==> config.mk <==
export PLATFORM = sky130hd
export DESIGN_NAME = dd_odo_queue
export DESIGN_NICKNAME = d
export VERILOG_FILES = /design/src/design/dd_odo_pkg.sv /design/src/design/dd_odo_queue.sv
export SDC_FILE = /design/constraint.sdc
export NUM_CORES = 1
export LEC_CHECK = 0
export ABC_AREA = 1
export BUFFER_PORTS_ARGS = -buffer_cell sky130_fd_sc_hd__buf_2
export CAP_MARGIN = 20
export CORE_MARGIN = 2
export CORE_UTILIZATION = 52
export CTS_CLUSTER_SIZE = 25
export DETAILED_ROUTE_END_ITERATION = 8
export PLACE_DENSITY = 0.79
export RECOVER_POWER = 50
export SLEW_MARGIN = 40
export SYNTH_ARGS = -nofsm -noshare
export SYNTH_HDL_FRONTEND = slang
export SYNTH_SLANG_ARGS = --single-unit
==> constraint.sdc <==
create_clock -name clock -period 6.35 [get_ports clock]
set_input_delay 1.27 -clock clock [delete_from_list [all_inputs] [get_ports clock]]
set_output_delay 1.27 -clock clock [all_outputs]
set_load 0.02 [all_outputs]
==> src/design/dd_odo_pkg.sv <==
// Shared constants, types and the arctangent table for the odometry block.
// No dependencies; the front end, queue, pose engine and top level import this package.
package dd_odo_pkg;

   localparam int CORDIC_ITERATIONS = 24;
   localparam int CORDIC_STEPS = (CORDIC_ITERATIONS < 32) ? CORDIC_ITERATIONS : 32;
   localparam int STEP_W = $clog2(CORDIC_STEPS);
   localparam int GUARD_BITS = 8;
   localparam int SCALE_SHIFT = 31 - GUARD_BITS;
   localparam logic [30:0] CORDIC_K = 31'd1304065748;
   localparam int ACC_W = 42;
   localparam int TRAVEL_W = 50;
   localparam int TURN_W = 33;

   localparam int QUEUE_DEPTH = 2;
   localparam int QPTR_W = $clog2(QUEUE_DEPTH);
   localparam int QCNT_W = $clog2(QUEUE_DEPTH + 1);

   localparam logic KIND_TICKS = 1'b0;
   localparam logic KIND_RELOAD = 1'b1;

   typedef logic [2:0] csr_index_type;
   localparam csr_index_type CSR_DISTANCE_GAIN = 3'd0;
   localparam csr_index_type CSR_ANGLE_GAIN = 3'd1;
   localparam csr_index_type CSR_START_X = 3'd2;
   localparam csr_index_type CSR_START_Y = 3'd3;
   localparam csr_index_type CSR_START_HEADING = 3'd4;

   localparam logic [31:0] RESET_DISTANCE_GAIN = 32'd451774;
   localparam logic [31:0] RESET_ANGLE_GAIN = 32'd575217;
   localparam logic [31:0] RESET_START_X = 32'd65536;
   localparam logic [31:0] RESET_START_Y = 32'd163840;
   localparam logic [31:0] RESET_START_HEADING = 32'd0;

   typedef struct packed {
      logic [31:0]        distance_gain;
      logic [31:0]        angle_gain;
      logic signed [31:0] start_x;
      logic signed [31:0] start_y;
      logic [31:0]        start_heading;
   } cfg_type;

   // One classified item on its way from the front end to the pose engine.
   typedef struct packed {
      logic                       reload;
      logic signed [TRAVEL_W-1:0] travel_prod;
      logic [TURN_W-1:0]          turn;
   } job_type;

   typedef enum logic [2:0] {
      S_IDLE,
      S_SCALE,
      S_ROTATE,
      S_FINISH,
      S_DONE
   } back_state_type;

   function automatic logic [29:0] atan_bam(input logic [4:0] idx);
      logic [29:0] v;
      case (idx)
         5'd0:  v = 30'd536870912;
         5'd1:  v = 30'd316933406;
         5'd2:  v = 30'd167458907;
         5'd3:  v = 30'd85004756;
         5'd4:  v = 30'd42667331;
         5'd5:  v = 30'd21354465;
         5'd6:  v = 30'd10679838;
         5'd7:  v = 30'd5340245;
         5'd8:  v = 30'd2670163;
         5'd9:  v = 30'd1335087;
         5'd10: v = 30'd667544;
         5'd11: v = 30'd333772;
         5'd12: v = 30'd166886;
         5'd13: v = 30'd83443;
         5'd14: v = 30'd41722;
         5'd15: v = 30'd20861;
         5'd16: v = 30'd10430;
         5'd17: v = 30'd5215;
         5'd18: v = 30'd2608;
         5'd19: v = 30'd1304;
         5'd20: v = 30'd652;
         5'd21: v = 30'd326;
         5'd22: v = 30'd163;
         5'd23: v = 30'd81;
         5'd24: v = 30'd41;
         5'd25: v = 30'd20;
         5'd26: v = 30'd10;
         5'd27: v = 30'd5;
         5'd28: v = 30'd3;
         5'd29: v = 30'd1;
         5'd30: v = 30'd1;
         default: v = 30'd0;
      endcase
      return v;
   endfunction

endpackage

==> src/design/dd_odo_queue.sv <==
// Short job queue between the front end and the pose engine.
// Depends on dd_odo_pkg.
module dd_odo_queue (
   input  logic                clock,
   input  logic                reset,
   input  logic                push,
   input  dd_odo_pkg::job_type push_job,
   output logic                full,
   input  logic                pop,
   output logic                not_empty,
   output dd_odo_pkg::job_type pop_job
);
   import dd_odo_pkg::*;

   job_type             entry_ff [QUEUE_DEPTH];
   logic [QPTR_W-1:0]   wr_ptr_ff, wr_ptr_in;
   logic [QPTR_W-1:0]   rd_ptr_ff, rd_ptr_in;
   logic [QCNT_W-1:0]   count_ff, count_in;

   assign full = (count_ff == QCNT_W'(QUEUE_DEPTH));
   assign not_empty = (count_ff != '0);
   assign pop_job = entry_ff[rd_ptr_ff];

   always_comb begin
      wr_ptr_in = push ? wr_ptr_ff + 1'b1 : wr_ptr_ff;
      rd_ptr_in = pop ? rd_ptr_ff + 1'b1 : rd_ptr_ff;
      count_in = count_ff;
      if (push && !pop) begin
         count_in = count_ff + 1'b1;
      end else if (pop && !push) begin
         count_in = count_ff - 1'b1;
      end
   end

   always_ff @(posedge clock) begin
      if (reset) begin
         wr_ptr_ff <= '0;
         rd_ptr_ff <= '0;
         count_ff <= '0;
      end else begin
         wr_ptr_ff <= wr_ptr_in;
         rd_ptr_ff <= rd_ptr_in;
         count_ff <= count_in;
      end
   end

   always_ff @(posedge clock) begin
      if (push) begin
         entry_ff[wr_ptr_ff] <= push_job;
      end
   end

   a_no_overfill: assert property (@(posedge clock) disable iff (reset)
      count_ff <= QCNT_W'(QUEUE_DEPTH))
      else $error("job queue holds more than its depth");
   a_no_push_full: assert property (@(posedge clock) disable iff (reset)
      push |-> !full)
      else $error("job pushed into a full queue");
   a_no_pop_empty: assert property (@(posedge clock) disable iff (reset)
      pop |-> not_empty)
      else $error("job popped from an empty queue");

endmodule

* Yosys cells after proc, flatten, opt, wreduce, memory -nomap -nowiden
Memories as Yosys holds them, arrays and structs flattened. A register that Yosys moved wholly into a read port is not among the register bits.
Index checks and enable logic that the tools add are counted.
** Cells by class
- Muxes and demuxes :: 6
- Reduce and logical (&&, ||, !) cells :: 6
- Eq/ne operators :: 1
- $add $sub $neg :: 4
** Operators by type and width (count)
- $mux W1 :: 4
- $mux W2 :: 2
- $reduce_bool A2 Y1 :: 2
- $add A1 B1 Y1 const B :: 2
- $add A2 B1 Y2 const B :: 1
- $eq A2 B2 Y1 const B :: 1
- $logic_and A1 B1 Y1 :: 2
- $logic_not A1 Y1 :: 2
- $sub A2 B1 Y2 const B :: 1
** Storage, ports and cells
- Register bits :: 4
- Output and inout port bits :: 86
- Word-level logic and storage cells :: 21
- Memory bits (writable) :: 168
- Memories kept :: 1
- Input port bits :: 88
** Memories
- entry_ff :: words 2, bits a word 84, read ports 1, clocked after memory_dff 1, wr ports 1, RTL line dd_odo_queue.sv:15 : job_type entry_ff [QUEUE_DEPTH];

* Depth between registers and ports, before layout
- Depth in word-level cells :: 4
- Mapped depth :: 8
- Gate-level depth less buffers :: 8

* Least setup slack after synthesis
OpenSTA, ideal clock, no wires.
- Path type :: input to register
- Start :: input port push
- End :: memory entry_ff[0][0] in the netlist's numbering, enable pin
- Data required time :: 5.821 ns
- Buffers on the path :: 0
- Library setup time :: 0.529 ns
- Slack :: 0.992 ns
- Stages :: 2
- Arrival :: 4.828 ns
- Path through :: inv_1 > nor2_1
** On the way
- Word-level cells in the longest chain between the ends :: 2
** Ends and longest elaborated chain
- start, declared :: RTL line dd_odo_queue.sv:6 : input logic push,
- $mux W1 :: RTL line dd_odo_queue.sv:48 : if (push) begin
- $mux W1 (implied by the code) :: RTL line dd_odo_queue.sv:49 : entry_ff[wr_ptr_ff] <= push_job;
- end, declared :: RTL line dd_odo_queue.sv:15
No other way between the ends.

* Worst setup path in the final report
- Start :: input port push
- End :: memory entry_ff[0][78] in the netlist's numbering, enable pin
The elaborated chain is that of the path after synthesis.

==> qor.txt <==
==========================================================================================
Reported max-cap violation count ............................................            1
Slowest cell on the critical path ...........................................     clkbuf_1
Primary FF master, synth ....................................................     edfxtp_1
Buffer levels on the longest clock path .....................................            2
Pleak .......................................................................      3.05 nW
Total detailed-routing wirelength ...........................................     11200 um
Routed vias/inst ............................................................         4.88
Count of placed standard cells in the final layout, fillers left out ........          664
Failing checks .............................................................. max-capacitance violations, max-slew violations
Total congestion overflow ...................................................            0
Critical path required time .................................................      6400 ps
Share of synthesized flip-flops with an asynchronous set or reset ...........           0%
Row count ...................................................................           40
Worst Path Arrival ..........................................................      4090 ps
Ordered cell list for the critical path ..................................... clkbuf_1, inv_1, nor2_1, clkbuf_1, clkbuf_1, buf_4
Class of the tightest hold or removal check ................................. flip-flop to flip-flop
Result of the run ........................................................... finished with violations
Initial cell density of the core ............................................        53.9%
First-pass GRT wire length ..................................................     16400 um
Fraction of the yosys area taken by sequential cells ........................        78.8%
Critical Path Start Type .................................................... primary input
Net count of the finished layout ............................................          572
Inserted Clock Buffers ......................................................           17
Worst slew margin ...........................................................       -6.22%
Crit path max fanout ........................................................           48
Maximum clock rate ..........................................................      247 MHz
Share of final-layout standard cells stronger than drive strength 1 .........        46.8%
Power per unit of standard cell area ........................................   321 nW/um2
Final antenna-violating net count ...........................................            0
Area after detailed placement ...............................................     7620 um2
Clk sinks ...................................................................          173
Final standard cell area without fillers ....................................     8030 um2
Total nets after synthesis ..................................................          383
Total GRT Usage .............................................................        16.9%
Stage delay of the slowest cell on the critical path ........................       790 ps
Number of instances in the placed design ....................................          632
Buffers added on ports ......................................................          173
Count of fill cells added during filler insertion ...........................          868
Transition time of the tightest slew-check pin ..............................      1580 ps
Multi-input logic area ......................................................     1260 um2
Die area ....................................................................    13500 um2
Number of post-CTS setup repair buffers .....................................            0
Clock edge transition at the registers on the reported setup and hold paths .        60 ps
Number of synthesized flops with an enable pin ..............................          168
Final Hold Fails ............................................................            0
Number of antenna violations at the first check in global routing ...........            0
Total negative setup slack ..................................................         0 ps
Clock latency reported for the late side of the worst-skew pair .............       410 ps
Diodes inserted .............................................................            0
Starting DRT DRC Count ......................................................          154
Layout Skew .................................................................      5.23 ps
Library cells used by synthesis .............................................           16
Reg area ....................................................................     5150 um2
Area Overhead vs Synth ......................................................        22.9%
# H-tree levels .............................................................            4
Final core occ ..............................................................        66.3%
Die width ...................................................................       116 um
Final-report setup violation count ..........................................            0
Number of ports placed on the die boundary ..................................          174
RSZ-0062 raised after global routing ........................................        false
Number of design rule violations left after detail routing ..................            0
Portion of the clock cycle consumed by the worst path in the final layout ...        63.7%
Number of global-route vias before repair ...................................         3346
Post-synthesis area per instance ............................................     22.2 um2
Flops & latches, synth ......................................................          173
Pin count of the biggest net entering global routing ........................           53
TritonCTS clock tree ........................................................        built
Max Slew Vio Count ..........................................................           35
Most frequent cell on the critical path .....................................     clkbuf_1
Cell area after technology mapping ..........................................     6530 um2
DRT Pass-1 Iters ............................................................            4
Quantity of gates resized following cts .....................................            0
Synth warn ..................................................................            0
Time the worst path needs with I/O delays and setup .........................      4050 ps
Type of destination of the critical path ....................................    flip-flop
Placeable core region .......................................................    12100 um2
Max VDD drop ................................................................     0.224 mV
Via count of the routed design ..............................................         3243
Die span in y ...............................................................       116 um
Average detailed-routed wire length per instance ............................      16.9 um
Number of buffers added to fix hold violations after cts ....................            0
Clock Tree Root .............................................................    clkbuf_16
Final weighted congestion in routability-driven placement ...................        0.697
Post-detail-place hpwl ......................................................      7650 um
Gate count of the mapped netlist ............................................          294
Kind of critical path ....................................................... primary input to flip-flop
==========================================================================================
-- cells in the mapped netlist (2+ instances only) --
master | instances | area (um2)
mux2_2 | 24 | 270
buf_6 | 7 | 78.8
nor2_1 | 6 | 22.5
edfxtp_1 | 168 | 5040
nand2_1 | 6 | 22.5
inv_1 | 9 | 33.8
mux2_4 | 60 | 901
buf_2 | 2 | 10.0
dfxtp_1 | 5 | 100
-- final timing paths --
check,from,end,slack [ps],cells past startpoint
worst max-delay path,push,entry_ff[0][78]$_DFFE_PP_,2300,6
worst min-delay path,rd_ptr_ff$_SDFFE_PP0P_,rd_ptr_ff$_SDFFE_PP0P_,530,2
worst max register to register,wr_ptr_ff$_SDFFE_PP0P_,entry_ff[0][78]$_DFFE_PP_,3060,4
worst min register to register,rd_ptr_ff$_SDFFE_PP0P_,rd_ptr_ff$_SDFFE_PP0P_,530,2
-- state kept, by name, indices dropped and copies added (netlist names), named ones only --
register	flops
entry_ff	168
count_ff	2
rd_ptr_ff	1
wr_ptr_ff	1
-- metrics by stage --
stage,hold slack [ps],setup WS (ps),power [mW]
2_1_floorplan,480,992,1.59
3_3_place_gp,497,2940,1.68
3_5_place_dp,512,3290,1.70
4_1_cts,532,2830,2.61
5_1_grt,577,1930,2.67
6_report,532,2300,2.58
-- layout make-up --
type / count / share of cell area [%]
clock buffers: 24 / 5.63
repair buffers: 179 / 10.6
multi-input cells: 103 / 15.7
well taps: 168 / 2.62
flip-flops and latches: 173 / 64.1
inverters: 9 / 0.436
clock inverters: 8 / 0.857
-- where the power goes --
group	internal [mW]	switching (mW)	leakage [nW]
registers	1.32	0.0229	1.62
logic	0.139	0.178	1.19
clock network	0.534	0.380	0.243
total	2.00	0.581	3.05
-- cells in the final DEF, fill, tap and decap left out, types with 2 or more instances in the layout --
cell | synthesis | final
buf_2 | 2 | 121
buf_4 | 0 | 3
clkbuf_1 | 0 | 61
clkbuf_16 | 0 | 17
clkinv_1 | 0 | 4
clkinvlp_4 | 0 | 2
dfxtp_1 | 5 | 4
edfxtp_1 | 168 | 168
inv_1 | 9 | 8
mux2_2 | 24 | 24
mux2_4 | 60 | 60
nand2_1 | 6 | 6
nor2_1 | 6 | 6
-- cell families after synthesis --
logic type	after synthesis	share of synthesized area (%)
xor+xnor	1	0.134
simple gates	15	0.939
fa+ha+maj	1	0.192
compound gates	2	0.153
flops	173	78.8
buf+inv	18	1.88
mux	84	17.9
-- worst max-delay path, delay by kind of cell --
kind | cells | cell delay, ps
buf+inv | 5 | 2400
simple gates | 1 | 370
-- per-layer routing --
layer	part of all wire [%]	track usage, %
met2	48	27.4
met5	0	0
met4	1.5	6.90
met3	9.1	6.64
met1	42	20.3
No activity file was read; power rests on OpenSTA's default activity.
