### config.mk
export PLATFORM = sky130hd
export DESIGN_NAME = dd_odo_front_flat
export DESIGN_NICKNAME = d
export VERILOG_FILES = /design/src/design/dd_odo_pkg.sv /design/src/design/dd_odo_if.sv /design/src/design/dd_odo_front.sv /design/src/flat_wrapper.sv
export SDC_FILE = /design/constraint.sdc
export NUM_CORES = 2
export LEC_CHECK = 0
export BUFFER_PORTS_ARGS = -buffer_cell sky130_fd_sc_hd__clkbuf_2
export CORE_MARGIN = 2
export CORE_UTILIZATION = 50
export DETAILED_ROUTE_END_ITERATION = 12
export GPL_TIMING_DRIVEN = 0
export HOLD_SLACK_MARGIN = 0.02
export PLACE_DENSITY = 0.69
export SYNTH_ARGS = -nofsm -noshare
export SYNTH_HDL_FRONTEND = slang
export SYNTH_SLANG_ARGS = --single-unit
### constraint.sdc
create_clock -name clock -period 20.1 [get_ports clock]
set_input_delay 6.03 -clock clock [delete_from_list [all_inputs] [get_ports clock]]
set_output_delay 6.03 -clock clock [all_outputs]
set_load 0.01 [all_outputs]
### src/design/dd_odo_pkg.sv
// Shared constants, types and the arctangent table for the odometry block.
// No dependencies; the front end, queue, pose engine and top level import this package.
package dd_odo_pkg;

   localparam int CORDIC_ITERATIONS = 24;
   localparam int CORDIC_STEPS = (CORDIC_ITERATIONS < 32) ? CORDIC_ITERATIONS : 32;
   localparam int STEP_W = $clog2(CORDIC_STEPS);
   localparam int GUARD_BITS = 8;
   localparam int SCALE_SHIFT = 31 - GUARD_BITS;
   localparam logic [30:0] CORDIC_K = 31'd1304065748;
   localparam int ACC_W = 42;
   localparam int TRAVEL_W = 50;
   localparam int TURN_W = 33;

   localparam int QUEUE_DEPTH = 2;
   localparam int QPTR_W = $clog2(QUEUE_DEPTH);
   localparam int QCNT_W = $clog2(QUEUE_DEPTH + 1);

   localparam logic KIND_TICKS = 1'b0;
   localparam logic KIND_RELOAD = 1'b1;

   typedef logic [2:0] csr_index_type;
   localparam csr_index_type CSR_DISTANCE_GAIN = 3'd0;
   localparam csr_index_type CSR_ANGLE_GAIN = 3'd1;
   localparam csr_index_type CSR_START_X = 3'd2;
   localparam csr_index_type CSR_START_Y = 3'd3;
   localparam csr_index_type CSR_START_HEADING = 3'd4;

   localparam logic [31:0] RESET_DISTANCE_GAIN = 32'd451774;
   localparam logic [31:0] RESET_ANGLE_GAIN = 32'd575217;
   localparam logic [31:0] RESET_START_X = 32'd65536;
   localparam logic [31:0] RESET_START_Y = 32'd163840;
   localparam logic [31:0] RESET_START_HEADING = 32'd0;

   typedef struct packed {
      logic [31:0]        distance_gain;
      logic [31:0]        angle_gain;
      logic signed [31:0] start_x;
      logic signed [31:0] start_y;
      logic [31:0]        start_heading;
   } cfg_type;

   // One classified item on its way from the front end to the pose engine.
   typedef struct packed {
      logic                       reload;
      logic signed [TRAVEL_W-1:0] travel_prod;
      logic [TURN_W-1:0]          turn;
   } job_type;

   typedef enum logic [2:0] {
      S_IDLE,
      S_SCALE,
      S_ROTATE,
      S_FINISH,
      S_DONE
   } back_state_type;

   function automatic logic [29:0] atan_bam(input logic [4:0] idx);
      logic [29:0] v;
      case (idx)
         5'd0:  v = 30'd536870912;
         5'd1:  v = 30'd316933406;
         5'd2:  v = 30'd167458907;
         5'd3:  v = 30'd85004756;
         5'd4:  v = 30'd42667331;
         5'd5:  v = 30'd21354465;
         5'd6:  v = 30'd10679838;
         5'd7:  v = 30'd5340245;
         5'd8:  v = 30'd2670163;
         5'd9:  v = 30'd1335087;
         5'd10: v = 30'd667544;
         5'd11: v = 30'd333772;
         5'd12: v = 30'd166886;
         5'd13: v = 30'd83443;
         5'd14: v = 30'd41722;
         5'd15: v = 30'd20861;
         5'd16: v = 30'd10430;
         5'd17: v = 30'd5215;
         5'd18: v = 30'd2608;
         5'd19: v = 30'd1304;
         5'd20: v = 30'd652;
         5'd21: v = 30'd326;
         5'd22: v = 30'd163;
         5'd23: v = 30'd81;
         5'd24: v = 30'd41;
         5'd25: v = 30'd20;
         5'd26: v = 30'd10;
         5'd27: v = 30'd5;
         5'd28: v = 30'd3;
         5'd29: v = 30'd1;
         5'd30: v = 30'd1;
         default: v = 30'd0;
      endcase
      return v;
   endfunction

endpackage

### src/design/dd_odo_if.sv
// Valid/ready channel interfaces for tick requests and pose responses.
// No dependencies.
interface dd_odo_req_if;
   logic               valid;
   logic               ready;
   logic               kind;
   logic signed [15:0] left_ticks;
   logic signed [15:0] right_ticks;

   modport source (output valid, output kind, output left_ticks, output right_ticks,
                   input ready);
   modport sink (input valid, input kind, input left_ticks, input right_ticks,
                 output ready);
endinterface


### src/design/dd_odo_front.sv
// Front end: takes request transactions, forms travel and turn products, pushes jobs.
// Depends on dd_odo_pkg and dd_odo_req_if.
module dd_odo_front (
   input  logic                clock,
   input  logic                reset,
   input  dd_odo_pkg::cfg_type cfg,
   dd_odo_req_if.sink          req_chan,
   input  logic                queue_full,
   output logic                push,
   output dd_odo_pkg::job_type push_job
);
   import dd_odo_pkg::*;

   logic               stage_valid_ff, stage_valid_in;
   logic               kind_ff;
   logic signed [15:0] left_ff, right_ff;
   logic               accept;
   logic signed [16:0] tick_sum, tick_diff;
   logic signed [TRAVEL_W-1:0] travel_prod, turn_prod;

   assign req_chan.ready = !stage_valid_ff || !queue_full;
   assign accept = req_chan.valid && req_chan.ready;
   assign push = stage_valid_ff && !queue_full;

   assign tick_sum = {left_ff[15], left_ff} + {right_ff[15], right_ff};
   assign tick_diff = {right_ff[15], right_ff} - {left_ff[15], left_ff};
   assign travel_prod = $signed({1'b0, cfg.distance_gain}) * tick_sum;
   assign turn_prod = $signed({1'b0, cfg.angle_gain}) * tick_diff;

   assign push_job.reload = (kind_ff == KIND_RELOAD);
   assign push_job.travel_prod = travel_prod;
   assign push_job.turn = turn_prod[TURN_W-1:0];

   always_comb begin
      stage_valid_in = stage_valid_ff;
      if (accept) begin
         stage_valid_in = 1'b1;
      end else if (push) begin
         stage_valid_in = 1'b0;
      end
   end

   always_ff @(posedge clock) begin
      if (reset) begin
         stage_valid_ff <= 1'b0;
      end else begin
         stage_valid_ff <= stage_valid_in;
      end
   end

   always_ff @(posedge clock) begin
      if (accept) begin
         kind_ff <= req_chan.kind;
         left_ff <= req_chan.left_ticks;
         right_ff <= req_chan.right_ticks;
      end
   end

endmodule

### src/flat_wrapper.sv
// flat-port wrapper written by rule: the top's interface ports become plain ports
module dd_odo_front_flat import dd_odo_pkg::*;
  (clock, reset, cfg, queue_full, push, push_job, req_chan_valid, req_chan_kind, req_chan_left_ticks, req_chan_right_ticks, req_chan_ready);
  dd_odo_req_if req_chan_i ();
  input  logic clock;
  input  logic reset;
  input  dd_odo_pkg::cfg_type cfg;
  input  logic queue_full;
  output logic push;
  output dd_odo_pkg::job_type push_job;
  input wire logic [$bits(req_chan_i.valid)-1:0] req_chan_valid;
  input wire logic [$bits(req_chan_i.kind)-1:0] req_chan_kind;
  input wire logic [$bits(req_chan_i.left_ticks)-1:0] req_chan_left_ticks;
  input wire logic [$bits(req_chan_i.right_ticks)-1:0] req_chan_right_ticks;
  output wire logic [$bits(req_chan_i.ready)-1:0] req_chan_ready;
  assign req_chan_i.valid = req_chan_valid;
  assign req_chan_i.kind = req_chan_kind;
  assign req_chan_i.left_ticks = req_chan_left_ticks;
  assign req_chan_i.right_ticks = req_chan_right_ticks;
  assign req_chan_ready = req_chan_i.ready;
  dd_odo_front u_core (.clock(clock), .reset(reset), .cfg(cfg), .req_chan(req_chan_i), .queue_full(queue_full), .push(push), .push_job(push_job));
endmodule
After elaboration in Yosys (flattened, before gate mapping)
Cells that the tools add are included.

storage, ports and cells
  bits in registers = 34
  output and inout bits = 86
  input port bits = 197
  word-level logic and storage cells = 16

cells by class
  add/subtract/negate cells = 2
  reduce and logical (&&, ||, !) cells = 6
  muxes and demuxes = 2
  multipliers = 2

operator list
  kind                 number
  $mul A33 B17 Y50     1
  $mul A33 B17 Y33     1
  $add A16 B16 Y17     1
  $sub A16 B16 Y17     1
  $logic_and A1 B1 Y1  2
  $logic_not A1 Y1     2
  $mux W1              2
  $reduce_bool A2 Y1   1
  $logic_or A1 B1 Y1   1

Depth between registers and ports, before layout
  depth after elaboration = 4
  depth in mapped cells = 40

Least setup slack after synthesis
Ideal clock, no wire load.

  path type = input port to output port
  from = input cfg[145] (netlist name)
  to = output push_job[81] (netlist name)
  stages = 24
  arrival time = 12.330 ns
  buffers on the path = 2
  setup slack = 1.740 ns
  required time = 14.070 ns
  cells stage by stage = clkbuf_1 clkbuf_1 nand2_1 fa_1 inv_1 fa_1 inv_1 fa_1 inv_1 fa_1 fa_1 inv_1 fa_1 inv_1 ha_1 a21o_1 a221o_1 a2111oi_0 a31oi_1 o21ai_0 o21ai_0 a31oi_1 nor2_1 nor3_1

RTL lines
  what             RTL line            source
  start, declared  flat_wrapper.sv:7   input dd_odo_pkg::cfg_type cfg;
  end, declared    flat_wrapper.sv:10  output dd_odo_pkg::job_type push_job;

==> flow_metrics.py <==
metrics = {
    "timing": {
        "grt_setup_unrepaired": "false",
        "clock_skew_ns": 0.00370,
        "final-setup-viol-count": 0,
        "fin_tns_setup_ns": 0,
        "relSlewSlack": 0.0535,
        "worstMarginPinSlew_ns": 1.41,
        "drv_slew": 0,
        "min_period_over_period": 0.988,
        "postLayoutSetupSlackWorst_ns": 0.235,
        "period_needed_ns": 19.87,
        "max_clock_freq_mhz": 50.3,
        "hold_viol": 0,
    },
    "floorplanning": {
        "die_h_um": 266,
        "rows": 96,
        "die_area_sq_um": 70700,
        "io_pins": 283,
        "start_util": 0.503,
        "core_sq_um": 68200,
        "die_w_um": 266,
    },
    "routing": {
        "first_pass_iters": 5,
        "viasPerCell": 5.40,
        "drc": 0,
        "drtAntennaViolNets": 0,
        "drt-total-wl_um": 99500,
        "drt_iter0_drc": 1908,
        "routedWlPerCell_um": 19.6,
        "dr_total_vias": 27500,
    },
    "clocking": {
        "cts_tree": "built",
        "clkLatencyLatePin_ns": 0.29,
        "h-tree-depth": 2,
        "numCtsBuffers": 5,
        "cts-root-buf": "clkbuf_16",
        "clk_path_buf_depth": 2,
        "cts_num_sinks": 34,
        "clk_pin_slew_worst_paths_ns": 0.05,
        "cts_hold_buf": 0,
    },
    "yosys": {
        "synthArstFlopShare": 0,
        "synthCells": 4017,
        "synth_seq_area_share": 0.0295,
        "ys_seq_elements": 34,
        "syn-num-nets": 5286,
        "synth_edf_count": 33,
        "synthFlopType": "edfxtp_1",
        "syn_area_sq_um": 34300,
        "netlist_top_cells_area": "fa_1, inv_1, ha_1",
        "yosysTopAreaCellShare": 0.458,
        "yosys-top-cells-count": "inv_1, fa_1, nand2_1",
        "post_synth.cell_area_avg_sq_um": 8.54,
        "yosys.cell_types.count": 66,
        "ys_warn_count": 0,
        "yosys.cell_count.top_type": "inv_1",
        "synth_top_cell_by_area": "fa_1",
    },
    "cells_and_area": {
        "seq_area_sq_um": 1010,
        "final_area_sq_um": 36500,
        "area_delta_synth_final_pct": 6.41,
        "drive_gt1_frac": 0.0555,
        "multi_input_area_sq_um": 28800,
        "final_nets": 5466,
        "nFillCells": 6430,
    },
    "worst_setup_path": {
        "crit_path_start": "cfg[147]",
        "cp.buffers_inverters": 9,
        "arrival_ns": 13.84,
        "cp_top_family": "adder cells",
        "cp_common_cell": "fa_1",
        "worstReg2RegStart": "u_core.stage_valid_ff",
        "cp.required_ns": 14.07,
        "worst_path_max_delay_cell": "o31ai_1",
        "cp_slowest_stage_delay_ns": 0.55,
        "cp_max_fo": 10,
        "start_kind": "input pin",
        "endpoint_kind": "output port",
        "path_class": "input pin to output port",
    },
    "place": {
        "place_area_sq_um": 36300,
        "place_ws_ns": -0.379,
        "portBuffers": 183,
        "dp_hpwl_um": 85500,
        "place_congestion": 0.973,
    },
    "grt": {
        "busiest_layer": "met2",
        "overflow": 0,
        "use_met3": 0.0315,
        "grtUsageMet1": 0.380,
        "antenna_found_initial": 7,
        "grt_usage": 0.294,
        "met2_usage": 0.501,
        "grt_pass1_wl_um": 160000,
        "grt_pass1_vias": 29000,
        "grt_max_degree": 34,
    },
    "run_status": {
        "status": "finished clean",
    },
    "min_path": {
        "worstHoldStart": "u_core.stage_valid_ff",
        "hp-class": "flop to flop",
    },
    "run": {
        "max_cap_violations": 0,
    },
}
==> final timing paths <==
path	to	slack, ns	depth (start not counted)
max	push_job[75]	0.23	26
min	u_core.stage_valid_ff	0.56	2
max reg2reg	u_core.left_ff[11]	18.64	2
min reg2reg	u_core.stage_valid_ff	0.56	2
==> cell families (layout without fill, tap and decap cells) <==
family | Yosys count | after routing | share of synthesized area
adder cells (fa/ha/maj) | 1072 | 1072 | 0.563
buffers and inverters | 1197 | 1378 | 0.132
flip-flops | 34 | 34 | 0.0295
AND/OR/NAND/NOR | 1223 | 1223 | 0.172
other | 0 | 2 | 0
XOR/XNOR | 118 | 118 | 0.0318
multiplexers | 1 | 1 | 0.000292
AO/OA/AOI/OAI | 372 | 372 | 0.0725
==> per-layer routing <==
metal / wire [um] / vias up
met2: 48100 / 1061
li1: - / 12300
met3: 7040 / 206
met5: 19 / -
met1: 39200 / 13900
met4: 5180 / 4
==> layout by cell type (no fill, tap or decap), types with 19 or more instances in the layout <==
| master | Yosys | final |
|---|---|---|
| nor2_1 | 89 | 89 |
| a31oi_1 | 41 | 39 |
| clkbuf_1 | 218 | 207 |
| nand2_1 | 610 | 610 |
| edfxtp_1 | 33 | 33 |
| or2_2 | 22 | 22 |
| xnor2_1 | 91 | 91 |
| a21o_1 | 39 | 39 |
| clkbuf_2 | 0 | 184 |
| inv_1 | 968 | 968 |
| nand3_1 | 49 | 49 |
| ha_1 | 287 | 287 |
| nor2b_1 | 132 | 132 |
| xor2_1 | 22 | 22 |
| o2111ai_1 | 30 | 30 |
| nand2b_1 | 31 | 31 |
| o21ai_0 | 75 | 73 |
| nand3b_1 | 19 | 19 |
| fa_1 | 785 | 785 |
| a21oi_1 | 73 | 73 |
| o211ai_1 | 26 | 26 |
| and2_1 | 227 | 226 |
==> layout make-up <==
type                    instances  share of cell area
clock buffers                   5             0.00343
repair buffers                183              0.0251
well taps                     882              0.0302
inverters                     969              0.0997
diodes                          2            0.000137
multi-input cells            2786               0.789
flip-flops and latches         34              0.0277
clock inverters                 3             0.00189
plain buffers                 218              0.0229
==> through the flow <==
stage / instances / hold WS, ns / util
detailed placement: 5082 / 0.551 / 0.532
floorplan: 4017 / 0.465 / -
finish: 5082 / 0.559 / 0.535
global placement: 5082 / 0.486 / 0.532
CTS: 5090 / 0.561 / 0.535
global route: 5082 / 0.608 / 0.535
==> repair_timing <==
item / 4_1_cts / 5_1_grt
resized for setup: 2 / 5
endpoints found under the setup margin: 5 / 9
buffers inserted: 0 / 0
==> worst min-delay path, cell delays in order, from the launching register on <==
cell,delay [ns]
dfxtp_1,0.32
a21oi_1,0.13
nor2_1,0.06
==> sequential cells by signal, indices dropped and copies added (netlist names) <==
name,flops
u_core.left_ff,16
u_core.kind_ff,1
u_core.right_ff,16
u_core.stage_valid_ff,1
Power is left out: the tool's default activity adds up to more than one toggle a clock period on the data nets, which glitch-free logic cannot reach.
