File: config.mk
export PLATFORM = sky130hd
export DESIGN_NAME = dd_odo_back_flat
export DESIGN_NICKNAME = d
export VERILOG_FILES = /design/src/design/dd_odo_pkg.sv /design/src/design/dd_odo_if.sv /design/src/design/dd_odo_back.sv /design/src/flat_wrapper.sv
export SDC_FILE = /design/constraint.sdc
export NUM_CORES = 2
export LEC_CHECK = 0
export BUFFER_PORTS_ARGS = -buffer_cell sky130_fd_sc_hd__buf_2
export CORE_MARGIN = 3
export CORE_UTILIZATION = 36
export CTS_CLUSTER_SIZE = 20
export DETAILED_ROUTE_END_ITERATION = 8
export PLACE_DENSITY_LB_ADDON = 0.05
export SLEW_MARGIN = 20
export SYNTH_ARGS = -nofsm -noshare
export SYNTH_HDL_FRONTEND = slang
export SYNTH_SLANG_ARGS = --single-unit
File: constraint.sdc
create_clock -name clock -period 7.65 [get_ports clock]
set_input_delay 1.53 -clock clock [delete_from_list [all_inputs] [get_ports clock]]
set_output_delay 1.53 -clock clock [all_outputs]
set_load 0.01 [all_outputs]
File: src/design/dd_odo_pkg.sv
// Shared constants, types and the arctangent table for the odometry block.
// No dependencies; the front end, queue, pose engine and top level import this package.
package dd_odo_pkg;

   localparam int CORDIC_ITERATIONS = 24;
   localparam int CORDIC_STEPS = (CORDIC_ITERATIONS < 32) ? CORDIC_ITERATIONS : 32;
   localparam int STEP_W = $clog2(CORDIC_STEPS);
   localparam int GUARD_BITS = 8;
   localparam int SCALE_SHIFT = 31 - GUARD_BITS;
   localparam logic [30:0] CORDIC_K = 31'd1304065748;
   localparam int ACC_W = 42;
   localparam int TRAVEL_W = 50;
   localparam int TURN_W = 33;

   localparam int QUEUE_DEPTH = 2;
   localparam int QPTR_W = $clog2(QUEUE_DEPTH);
   localparam int QCNT_W = $clog2(QUEUE_DEPTH + 1);

   localparam logic KIND_TICKS = 1'b0;
   localparam logic KIND_RELOAD = 1'b1;

   typedef logic [2:0] csr_index_type;
   localparam csr_index_type CSR_DISTANCE_GAIN = 3'd0;
   localparam csr_index_type CSR_ANGLE_GAIN = 3'd1;
   localparam csr_index_type CSR_START_X = 3'd2;
   localparam csr_index_type CSR_START_Y = 3'd3;
   localparam csr_index_type CSR_START_HEADING = 3'd4;

   localparam logic [31:0] RESET_DISTANCE_GAIN = 32'd451774;
   localparam logic [31:0] RESET_ANGLE_GAIN = 32'd575217;
   localparam logic [31:0] RESET_START_X = 32'd65536;
   localparam logic [31:0] RESET_START_Y = 32'd163840;
   localparam logic [31:0] RESET_START_HEADING = 32'd0;

   typedef struct packed {
      logic [31:0]        distance_gain;
      logic [31:0]        angle_gain;
      logic signed [31:0] start_x;
      logic signed [31:0] start_y;
      logic [31:0]        start_heading;
   } cfg_type;

   // One classified item on its way from the front end to the pose engine.
   typedef struct packed {
      logic                       reload;
      logic signed [TRAVEL_W-1:0] travel_prod;
      logic [TURN_W-1:0]          turn;
   } job_type;

   typedef enum logic [2:0] {
      S_IDLE,
      S_SCALE,
      S_ROTATE,
      S_FINISH,
      S_DONE
   } back_state_type;

   function automatic logic [29:0] atan_bam(input logic [4:0] idx);
      logic [29:0] v;
      case (idx)
         5'd0:  v = 30'd536870912;
         5'd1:  v = 30'd316933406;
         5'd2:  v = 30'd167458907;
         5'd3:  v = 30'd85004756;
         5'd4:  v = 30'd42667331;
         5'd5:  v = 30'd21354465;
         5'd6:  v = 30'd10679838;
         5'd7:  v = 30'd5340245;
         5'd8:  v = 30'd2670163;
         5'd9:  v = 30'd1335087;
         5'd10: v = 30'd667544;
         5'd11: v = 30'd333772;
         5'd12: v = 30'd166886;
         5'd13: v = 30'd83443;
         5'd14: v = 30'd41722;
         5'd15: v = 30'd20861;
         5'd16: v = 30'd10430;
         5'd17: v = 30'd5215;
         5'd18: v = 30'd2608;
         5'd19: v = 30'd1304;
         5'd20: v = 30'd652;
         5'd21: v = 30'd326;
         5'd22: v = 30'd163;
         5'd23: v = 30'd81;
         5'd24: v = 30'd41;
         5'd25: v = 30'd20;
         5'd26: v = 30'd10;
         5'd27: v = 30'd5;
         5'd28: v = 30'd3;
         5'd29: v = 30'd1;
         5'd30: v = 30'd1;
         default: v = 30'd0;
      endcase
      return v;
   endfunction

endpackage

File: src/design/dd_odo_if.sv


interface dd_odo_rsp_if;
   logic               valid;
   logic               ready;
   logic signed [31:0] pose_x;
   logic signed [31:0] pose_y;
   logic [31:0]        pose_heading;

   modport source (output valid, output pose_x, output pose_y, output pose_heading,
                   input ready);
   modport sink (input valid, input pose_x, input pose_y, input pose_heading,
                 output ready);
endinterface

File: src/design/dd_odo_back.sv
// Pose engine: sequential CORDIC rotation of the travel, pose update and response register.
// Depends on dd_odo_pkg and dd_odo_rsp_if.
module dd_odo_back (
   input  logic                clock,
   input  logic                reset,
   input  dd_odo_pkg::cfg_type cfg,
   input  logic                job_valid,
   input  dd_odo_pkg::job_type job,
   output logic                job_pop,
   dd_odo_rsp_if.source        rsp_chan
);
   import dd_odo_pkg::*;

   function automatic logic signed [31:0] sat32(input logic signed [35:0] v);
      logic signed [31:0] r;
      if (v > 36'sd2147483647) begin
         r = 32'sh7fffffff;
      end else if (v < -36'sd2147483648) begin
         r = 32'sh80000000;
      end else begin
         r = v[31:0];
      end
      return r;
   endfunction

   back_state_type     state_ff, state_in;
   logic signed [31:0] pos_x_ff, pos_x_in;
   logic signed [31:0] pos_y_ff, pos_y_in;
   logic [31:0]        heading_ff, heading_in;
   logic [31:0]        heading_next_ff, heading_next_in;
   logic signed [31:0] travel_ff, travel_in;
   logic [1:0]         quad_ff, quad_in;
   logic signed [31:0] z_ff, z_in;
   logic signed [ACC_W-1:0] cx_ff, cx_in, cy_ff, cy_in;
   logic [STEP_W-1:0]  count_ff, count_in;
   logic               rsp_valid_ff, rsp_valid_in;
   logic signed [31:0] rsp_x_ff, rsp_y_ff;
   logic [31:0]        rsp_heading_ff;
   logic               rsp_load;

   logic signed [33:0] travel_shift;
   logic [31:0]        mid;
   logic [31:0]        mid_round;
   logic signed [63:0] scaled;
   logic signed [ACC_W-1:0] xs, ys;
   logic signed [31:0] atan_step;
   logic signed [33:0] cxg, cyg;
   logic signed [34:0] dx, dy;
   logic               out_free;

   assign out_free = !rsp_valid_ff || rsp_chan.ready;
   assign rsp_chan.valid = rsp_valid_ff;
   assign rsp_chan.pose_x = rsp_x_ff;
   assign rsp_chan.pose_y = rsp_y_ff;
   assign rsp_chan.pose_heading = rsp_heading_ff;

   assign travel_shift = job.travel_prod[TRAVEL_W-1:16];
   assign mid = heading_ff + job.turn[TURN_W-1:1];
   assign mid_round = mid + 32'h2000_0000;
   assign scaled = travel_ff * $signed({1'b0, CORDIC_K});
   assign xs = cx_ff >>> count_ff;
   assign ys = cy_ff >>> count_ff;
   assign atan_step = $signed({2'b00, atan_bam(5'(count_ff))});
   assign cxg = cx_ff[ACC_W-1:GUARD_BITS];
   assign cyg = cy_ff[ACC_W-1:GUARD_BITS];

   always_comb begin
      case (quad_ff)
         2'd0: begin
            dx = 35'(cxg);
            dy = 35'(cyg);
         end
         2'd1: begin
            dx = -35'(cyg);
            dy = 35'(cxg);
         end
         2'd2: begin
            dx = -35'(cxg);
            dy = -35'(cyg);
         end
         default: begin
            dx = 35'(cyg);
            dy = -35'(cxg);
         end
      endcase
   end

   always_comb begin
      state_in = state_ff;
      pos_x_in = pos_x_ff;
      pos_y_in = pos_y_ff;
      heading_in = heading_ff;
      heading_next_in = heading_next_ff;
      travel_in = travel_ff;
      quad_in = quad_ff;
      z_in = z_ff;
      cx_in = cx_ff;
      cy_in = cy_ff;
      count_in = count_ff;
      job_pop = 1'b0;
      rsp_load = 1'b0;
      case (state_ff)
         S_IDLE: begin
            if (job_valid) begin
               job_pop = 1'b1;
               if (job.reload) begin
                  pos_x_in = cfg.start_x;
                  pos_y_in = cfg.start_y;
                  heading_in = cfg.start_heading;
                  state_in = S_DONE;
               end else begin
                  travel_in = sat32(36'(travel_shift));
                  quad_in = mid_round[31:30];
                  z_in = $signed(mid - {mid_round[31:30], 30'd0});
                  heading_next_in = heading_ff + job.turn[31:0];
                  state_in = S_SCALE;
               end
            end
         end
         S_SCALE: begin
            cx_in = ACC_W'($signed(scaled[63:SCALE_SHIFT]));
            cy_in = '0;
            count_in = '0;
            state_in = S_ROTATE;
         end
         S_ROTATE: begin
            if (!z_ff[31]) begin
               cx_in = cx_ff - ys;
               cy_in = cy_ff + xs;
               z_in = z_ff - atan_step;
            end else begin
               cx_in = cx_ff + ys;
               cy_in = cy_ff - xs;
               z_in = z_ff + atan_step;
            end
            count_in = count_ff + 1'b1;
            if (count_ff == STEP_W'(CORDIC_STEPS - 1)) begin
               state_in = S_FINISH;
            end
         end
         S_FINISH: begin
            pos_x_in = sat32(36'(pos_x_ff) + 36'(dx));
            pos_y_in = sat32(36'(pos_y_ff) + 36'(dy));
            heading_in = heading_next_ff;
            state_in = S_DONE;
         end
         S_DONE: begin
            if (out_free) begin
               rsp_load = 1'b1;
               state_in = S_IDLE;
            end
         end
         default: begin
            state_in = S_IDLE;
         end
      endcase
      rsp_valid_in = rsp_load ? 1'b1 : (rsp_chan.ready ? 1'b0 : rsp_valid_ff);
   end

   always_ff @(posedge clock) begin
      if (reset) begin
         state_ff <= S_IDLE;
         pos_x_ff <= RESET_START_X;
         pos_y_ff <= RESET_START_Y;
         heading_ff <= '0;
         rsp_valid_ff <= 1'b0;
      end else begin
         state_ff <= state_in;
         pos_x_ff <= pos_x_in;
         pos_y_ff <= pos_y_in;
         heading_ff <= heading_in;
         rsp_valid_ff <= rsp_valid_in;
      end
   end

   always_ff @(posedge clock) begin
      heading_next_ff <= heading_next_in;
      travel_ff <= travel_in;
      quad_ff <= quad_in;
      z_ff <= z_in;
      cx_ff <= cx_in;
      cy_ff <= cy_in;
      count_ff <= count_in;
      if (rsp_load) begin
         rsp_x_ff <= pos_x_ff;
         rsp_y_ff <= pos_y_ff;
         rsp_heading_ff <= heading_ff;
      end
   end

   a_pop_only_idle: assert property (@(posedge clock) disable iff (reset)
      job_pop |-> (state_ff == S_IDLE) && job_valid)
      else $error("job taken outside the idle state");
   a_scale_starts_rotation: assert property (@(posedge clock) disable iff (reset)
      (state_ff == S_SCALE) |=> (state_ff == S_ROTATE) && (count_ff == '0))
      else $error("rotation did not start at step zero");
   a_rotate_bound: assert property (@(posedge clock) disable iff (reset)
      (state_ff == S_ROTATE) |-> (count_ff <= STEP_W'(CORDIC_STEPS - 1)))
      else $error("rotation step beyond the iteration count");
   a_done_waits: assert property (@(posedge clock) disable iff (reset)
      (state_ff == S_DONE) && rsp_valid_ff && !rsp_chan.ready |=> (state_ff == S_DONE))
      else $error("result overwritten while the response register was full");

endmodule

File: src/flat_wrapper.sv
// flat-port wrapper written by rule: the top's interface ports become plain ports
module dd_odo_back_flat import dd_odo_pkg::*;
  (clock, reset, cfg, job_valid, job, job_pop, rsp_chan_valid, rsp_chan_pose_x, rsp_chan_pose_y, rsp_chan_pose_heading, rsp_chan_ready);
  dd_odo_rsp_if rsp_chan_i ();
  input  logic clock;
  input  logic reset;
  input  dd_odo_pkg::cfg_type cfg;
  input  logic job_valid;
  input  dd_odo_pkg::job_type job;
  output logic job_pop;
  output wire logic [$bits(rsp_chan_i.valid)-1:0] rsp_chan_valid;
  output wire logic [$bits(rsp_chan_i.pose_x)-1:0] rsp_chan_pose_x;
  output wire logic [$bits(rsp_chan_i.pose_y)-1:0] rsp_chan_pose_y;
  output wire logic [$bits(rsp_chan_i.pose_heading)-1:0] rsp_chan_pose_heading;
  input wire logic [$bits(rsp_chan_i.ready)-1:0] rsp_chan_ready;
  assign rsp_chan_valid = rsp_chan_i.valid;
  assign rsp_chan_pose_x = rsp_chan_i.pose_x;
  assign rsp_chan_pose_y = rsp_chan_i.pose_y;
  assign rsp_chan_pose_heading = rsp_chan_i.pose_heading;
  assign rsp_chan_i.ready = rsp_chan_ready;
  dd_odo_back u_core (.clock(clock), .reset(reset), .cfg(cfg), .job_valid(job_valid), .job(job), .job_pop(job_pop), .rsp_chan(rsp_chan_i));
endmodule
Word-level counts from Yosys, hierarchy flattened
Memory sizes are Yosys's and may differ from the RTL's. A register that Yosys moved wholly into a read port is not among the register bits.
Cells that the tools add are included.
{"block": "word_totals", "ff_bits": 383, "rom_bits": 960, "out_inout_bits": 98, "n_memories": 1}
{"name": "(no name shown)", "depth": 32, "width": 30, "read_ports": 1, "rd_ports_with_merged_regs": 1, "write_ports": 0, "line": "dd_odo_pkg.sv:60", "source": "case (idx)"}
{"block": "op_classes", "add_sub_neg": 15, "n_mul": 1, "magnitude_cmp": 6, "n_eq_ne": 12, "shifts": 2, "muxes": 37, "n_bitwise": 1, "n_reduce_logical": 12}
{"op": "32-bit two-way mux", "n": 14}
{"op": "32-bit one-hot mux with 2 select lines", "n": 4}
{"op": "35-bit one-hot mux with 3 select lines", "n": 2}
{"op": "42-bit one-hot mux with 2 select lines", "n": 2}
{"op": "42-bit adder", "n": 2}
{"op": "42-bit two-way mux", "n": 2}
{"op": "42-bit by 5-bit >>> shifter with 42-bit output", "n": 2}
{"op": "42-bit subtractor", "n": 2}
{"op": "32-bit by 35-bit adder with 36-bit output", "n": 2}
{"op": "36-bit by 32-bit > comparator with 1-bit output (second input constant)", "n": 2}
{"op": "36-bit by 32-bit < comparator with 1-bit output (second input constant)", "n": 2}
{"op": "34-bit negator with 35-bit output", "n": 2}
{"op": "32-bit adder", "n": 2}
{"op": "32-bit by 30-bit multiplier with 62-bit output (second input constant)", "n": 1}
{"op": "34-bit by 32-bit > comparator with 1-bit output (second input constant)", "n": 1}
{"op": "34-bit by 32-bit < comparator with 1-bit output (second input constant)", "n": 1}
{"op": "32-bit by 30-bit adder with 32-bit output (second input constant)", "n": 1}
{"op": "32-bit by 31-bit adder with 32-bit output", "n": 1}
{"op": "32-bit by 31-bit subtractor with 32-bit output", "n": 1}
{"op": "32-bit subtractor", "n": 1}
{"op": "3-bit one-hot mux with 5 select lines", "n": 1}
{"op": "3-bit two-way mux", "n": 4}
{"op": "3-bit AND reduction", "n": 4}
{"op": "5-bit one-hot mux with 2 select lines", "n": 1}
{"op": "17 further kinds", "n": 29}

Depth between registers and ports, before layout
{"block": "depth", "ltp_word": 7, "ltp_mapped": 30, "mapped_depth_nobuf": 29}

Least setup slack after synthesis
Ideal clock, no wire load.
{"block": "synth_path", "kind": "flip-flop to flip-flop", "startpoint": "reg u_core.travel_ff[31]", "endpoint": "reg u_core.cx_ff[33], data pin", "setup_ns": 0.276, "t_arrival_ns": 7.559, "required_ns": 7.374, "path_slack_ns": -0.185, "path_stages_with_launch": 23, "period_less_slack_ns": 7.835, "cell_sequence": "edfxtp_1 clkbuf_1 inv_1 o21ai_0 fa_1 fa_1 fa_1 fa_1 inv_1 fa_1 inv_1 ha_1 a21o_1 a21o_1 a21o_1 a21o_1 a21o_1 a21o_1 a21oi_1 o21ai_0 a21oi_1 xor2_1 o2111ai_1"}
{"block": "synth_between", "elab_chain_cells": 2}
{"element": "from (decl)", "line": "dd_odo_back.sv:31", "source": "logic signed [31:0] travel_ff, travel_in;"}
{"element": "from (signal assigned)", "line": "dd_odo_back.sv:178", "source": "travel_ff <= travel_in;"}
{"element": "32-bit by 30-bit multiplier with 62-bit output", "line": "dd_odo_back.sv:60", "source": "assign scaled = travel_ff * $signed({1'b0, CORDIC_K});"}
{"element": "42-bit one-hot mux with 2 select lines", "line": "dd_odo_back.sv:102", "source": "case (state_ff)"}
{"element": "net u_core.cx_in[33]", "line": "dd_odo_back.sv:34", "source": "logic signed [ACC_W-1:0] cx_ff, cx_in, cy_ff, cy_in;"}
{"element": "to (signal assigned)", "line": "dd_odo_back.sv:181", "source": "cx_ff <= cx_in;"}
{"element": "to (decl)", "line": "dd_odo_back.sv:34"}
The timed path passes the listed nets, and every way through them passes these cells.
A chain may end at the register's enable or synchronous reset.

Worst setup path after layout
{"block": "layout_path", "startpoint": "reg u_core.travel_ff[7]", "endpoint": "reg u_core.cx_ff[38], data pin"}
The elaborated chain is that of the path after synthesis.

==> run summary <==
top-level port count - 346
# DRC - 0
Post-layout nets - 8444
xor/xnor share of the synthesized area - 8.147%
vias in the first global route - 50460
flip-flop and latch count after synthesis - 413
count of antenna-violating nets left after detailed routing - 0
multiplexer fraction of the synthesized cell area - 6.512%
dominant cells by area after synthesis - fa_1 15%, edfxtp_1 15%, ha_1 14%, inv_1 5.0%, xnor2_1 4.5%
number of buffers created by CTS - 55
area growth from synthesis to final layout - 18.54%
cell taking the most area after synthesis - fa_1
part of the cycle the worst path needs - 98.67%
depth of the worst hold-timing path - 0
cell with the biggest individual delay on the critical path - edfxtp_1
Final Setup Violations - 0
final cell area excluding filler cells - 0.06869 mm²
slew at the pin closest to its max-slew limit - 1.113 ns
Cells after Synth - 6532
Routability Congestion - 0.9567
remaining max-slew budget at the tightest pin - 25.82%
iteration-0 DRC count of the detailed router - 3140
count of flip-flops with a built-in enable after synthesis - 283
total number of clock tree sinks - 413
final setup skew - 0.05355 ns
Synthesized Nets - 7836
maximum clock path buffer count - 3
adder and majority gate portion of the synthesized area - 28.36%
die outline height - 407.2 µm
TritonCTS clock tree - built
clock insertion delay at the later pin of the skew report - 0.69 ns
detailed-route wire length per cell - 21.91 µm
Std-Cell Core Area - 0.1591 mm²
Buffers on Ports - 265
share of final-layout standard cells stronger than drive strength 1 - 19.34%
Post-synth top flop - edfxtp_1
required time at the worst-slack endpoint - 8.03 ns
MaxCap Viol Count - 0
Mean Syn Cell Area - 8.871 µm²
sequential-to-total area share from yosys stat - 19.16%
critical path startpoint category - flip-flop
effective utilization at floorplan - 36.42%
critical path endpoint category - flip-flop
number of distinct library cells after synthesis - 94
post-synthesis compound-gate area fraction - 17.68%
average via count per standard cell - 5.329
row cnt - 146
clock-pin transition on the worst setup and hold timing paths - 0.06 ns
via count - 49740
critical path peak fanout - 6
leading registers by flop count - u_core.cx_ff: 42 flops, u_core.cy_ff: 42 flops
number of max-slew violations in the final report - 0
Detailed Routing Iterations Pass 1 - 6
largest family of logic cells by synthesized area - adder cells
total gr overflow - 0
async set-or-reset flop fraction in the synthesized netlist - 0%
minimum period implied by the final worst setup slack - 7.548 ns
number of synthesis warnings - 0
wire length of the first global-routing pass - 311800 µm
setup repair after global routing missed its margin - true
Final Hold Fails - 0
outcome - finished, final reports clean
simple-gate share of the synthesized area - 12.87%
largest stage delay on the critical path - 0.53 ns
Root Buffer Master - clkbuf_16
critical path class - flip-flop to flip-flop
Tot GR Track Use - 24.16%
die extent in x - 407.2 µm
fmax - 132.5 MHz
cell area after placement - 0.06495 mm²
H-tree lvl count - 2
pin count of the biggest net entering global routing - 101
cell seen most often among critical-path stages - fa_1
worst reg2reg path depth - 34
area share of the largest cell type after synthesis - 14.82%
number of antenna violations at the first check in global routing - 5
half-perimeter wire length after placement - 169200 µm
Crit path arrival time - 7.92 ns
Syn Std Cell Area - 0.05794 mm²
worst min-delay path category - flip-flop to flip-flop
DIE AREA - 0.1658 mm²
total detailed-routing wirelength - 204600 µm
[cells by family after synthesis]
kind of cell	count (synthesis)
compound gates	1578
xor+xnor	539
fa+ha+maj	1056
buf+inv	1091
flops	413
mux	229
simple gates	1626
[final timing paths]
| check | from | to | slack [ns] |
|---|---|---|---|
| min | u_core.pos_y_ff[27]$_SDFFE_PP0P_ | u_core.rsp_chan.pose_y[27]$_DFFE_PP_ | 0.47 |
| min reg2reg | u_core.pos_y_ff[27]$_SDFFE_PP0P_ | u_core.rsp_chan.pose_y[27]$_DFFE_PP_ | 0.47 |
| max | u_core.travel_ff[7]$_SDFFCE_PN1P_ | u_core.cx_ff[38]$_DFFE_PN_ | 0.10 |
| max reg2reg | u_core.travel_ff[7]$_SDFFCE_PN1P_ | u_core.cx_ff[38]$_DFFE_PN_ | 0.10 |
[synth_stat cells (all sizes together), types with 50 or more instances]
cell type,number
xor2,241
nor3,120
nor2b,63
a21o,175
edfxtp,283
a221oi,50
mux2,64
fa,429
nand2b,81
nand2,507
a21oi,472
inv,781
buf,71
xnor2,298
nor2,530
a31oi,74
nand3,89
clkbuf,237
o21ai,307
mux2i,53
a211oi,57
ha,627
dfxtp,130
mux4,112
[critical path, delay by kind of cell (launching register included)]
kind	cells	cell delay, ns
adders and majority gates	9	3.24
AOI/OAI and AO/OA	10	1.74
buffers and inverters	11	1.16
DFF	1	0.53
and+or+nand+nor	2	0.32
xor gates and xnor gates	2	0.26
[final cells by class]
cell class	instances	area, µm²
repair buffers	859	6008
clock inverters	33	362.8
inverters	783	2945
fillers	15960	90420
multi-input cells	5028	44020
clock buffers	71	1562
well taps	2146	2685
diodes	2	5.005
flip-flops and latches	413	11100
[stage by stage]
| stage | cells | setup TNS [ns] | hold slack [ns] | utilization [%] | setup WS (ns) |
|---|---|---|---|---|---|
| after floorplan | 6532 | 0 | 0.4315 | - | 0.05145 |
| after global placement | 9178 | -5.272 | 0.4596 | 40.82 | -0.4387 |
| after detailed placement | 9178 | -6.522 | 0.4568 | 40.82 | -0.5191 |
| after CTS | 9298 | -0.1631 | 0.4770 | 42.34 | -0.04548 |
| after global routing | 9333 | -1.377 | 0.4997 | 43.17 | -0.1713 |
| final | 9335 | 0 | 0.4715 | 43.17 | 0.1019 |
[placed cells by master, fill, tap and decap left out, types with 174 or more instances in the layout]
cell,count
inv_1,744
xnor2_1,293
nor2_1,521
fa_1,396
nand2_1,505
edfxtp_1,283
buf_2,264
a21oi_1,449
ha_1,569
buf_4,556
a21o_1,174
xor2_1,214
o21ai_0,282
[timing repair]
action,in CTS,in global routing
resized for setup,68,221
endpoints found under the setup margin,21,51
cloned,0,0
setup buffers,18,38
hold buffers,0,0
pin swaps,40,71
[routing by layer]
metal | vias to the layer above | track usage, % | wire length, µm
li1 | 24110 | - | -
met1 | 24120 | 31.01 | 87650
met2 | 1233 | 43.10 | 101600
met3 | 277 | 2.177 | 8184
met4 | 0 | 6.943 | 7147
met5 | - | 0 | 0
Power is left out: the tool's default activity adds up to more than one toggle a clock period on the data nets, which glitch-free logic cannot reach.
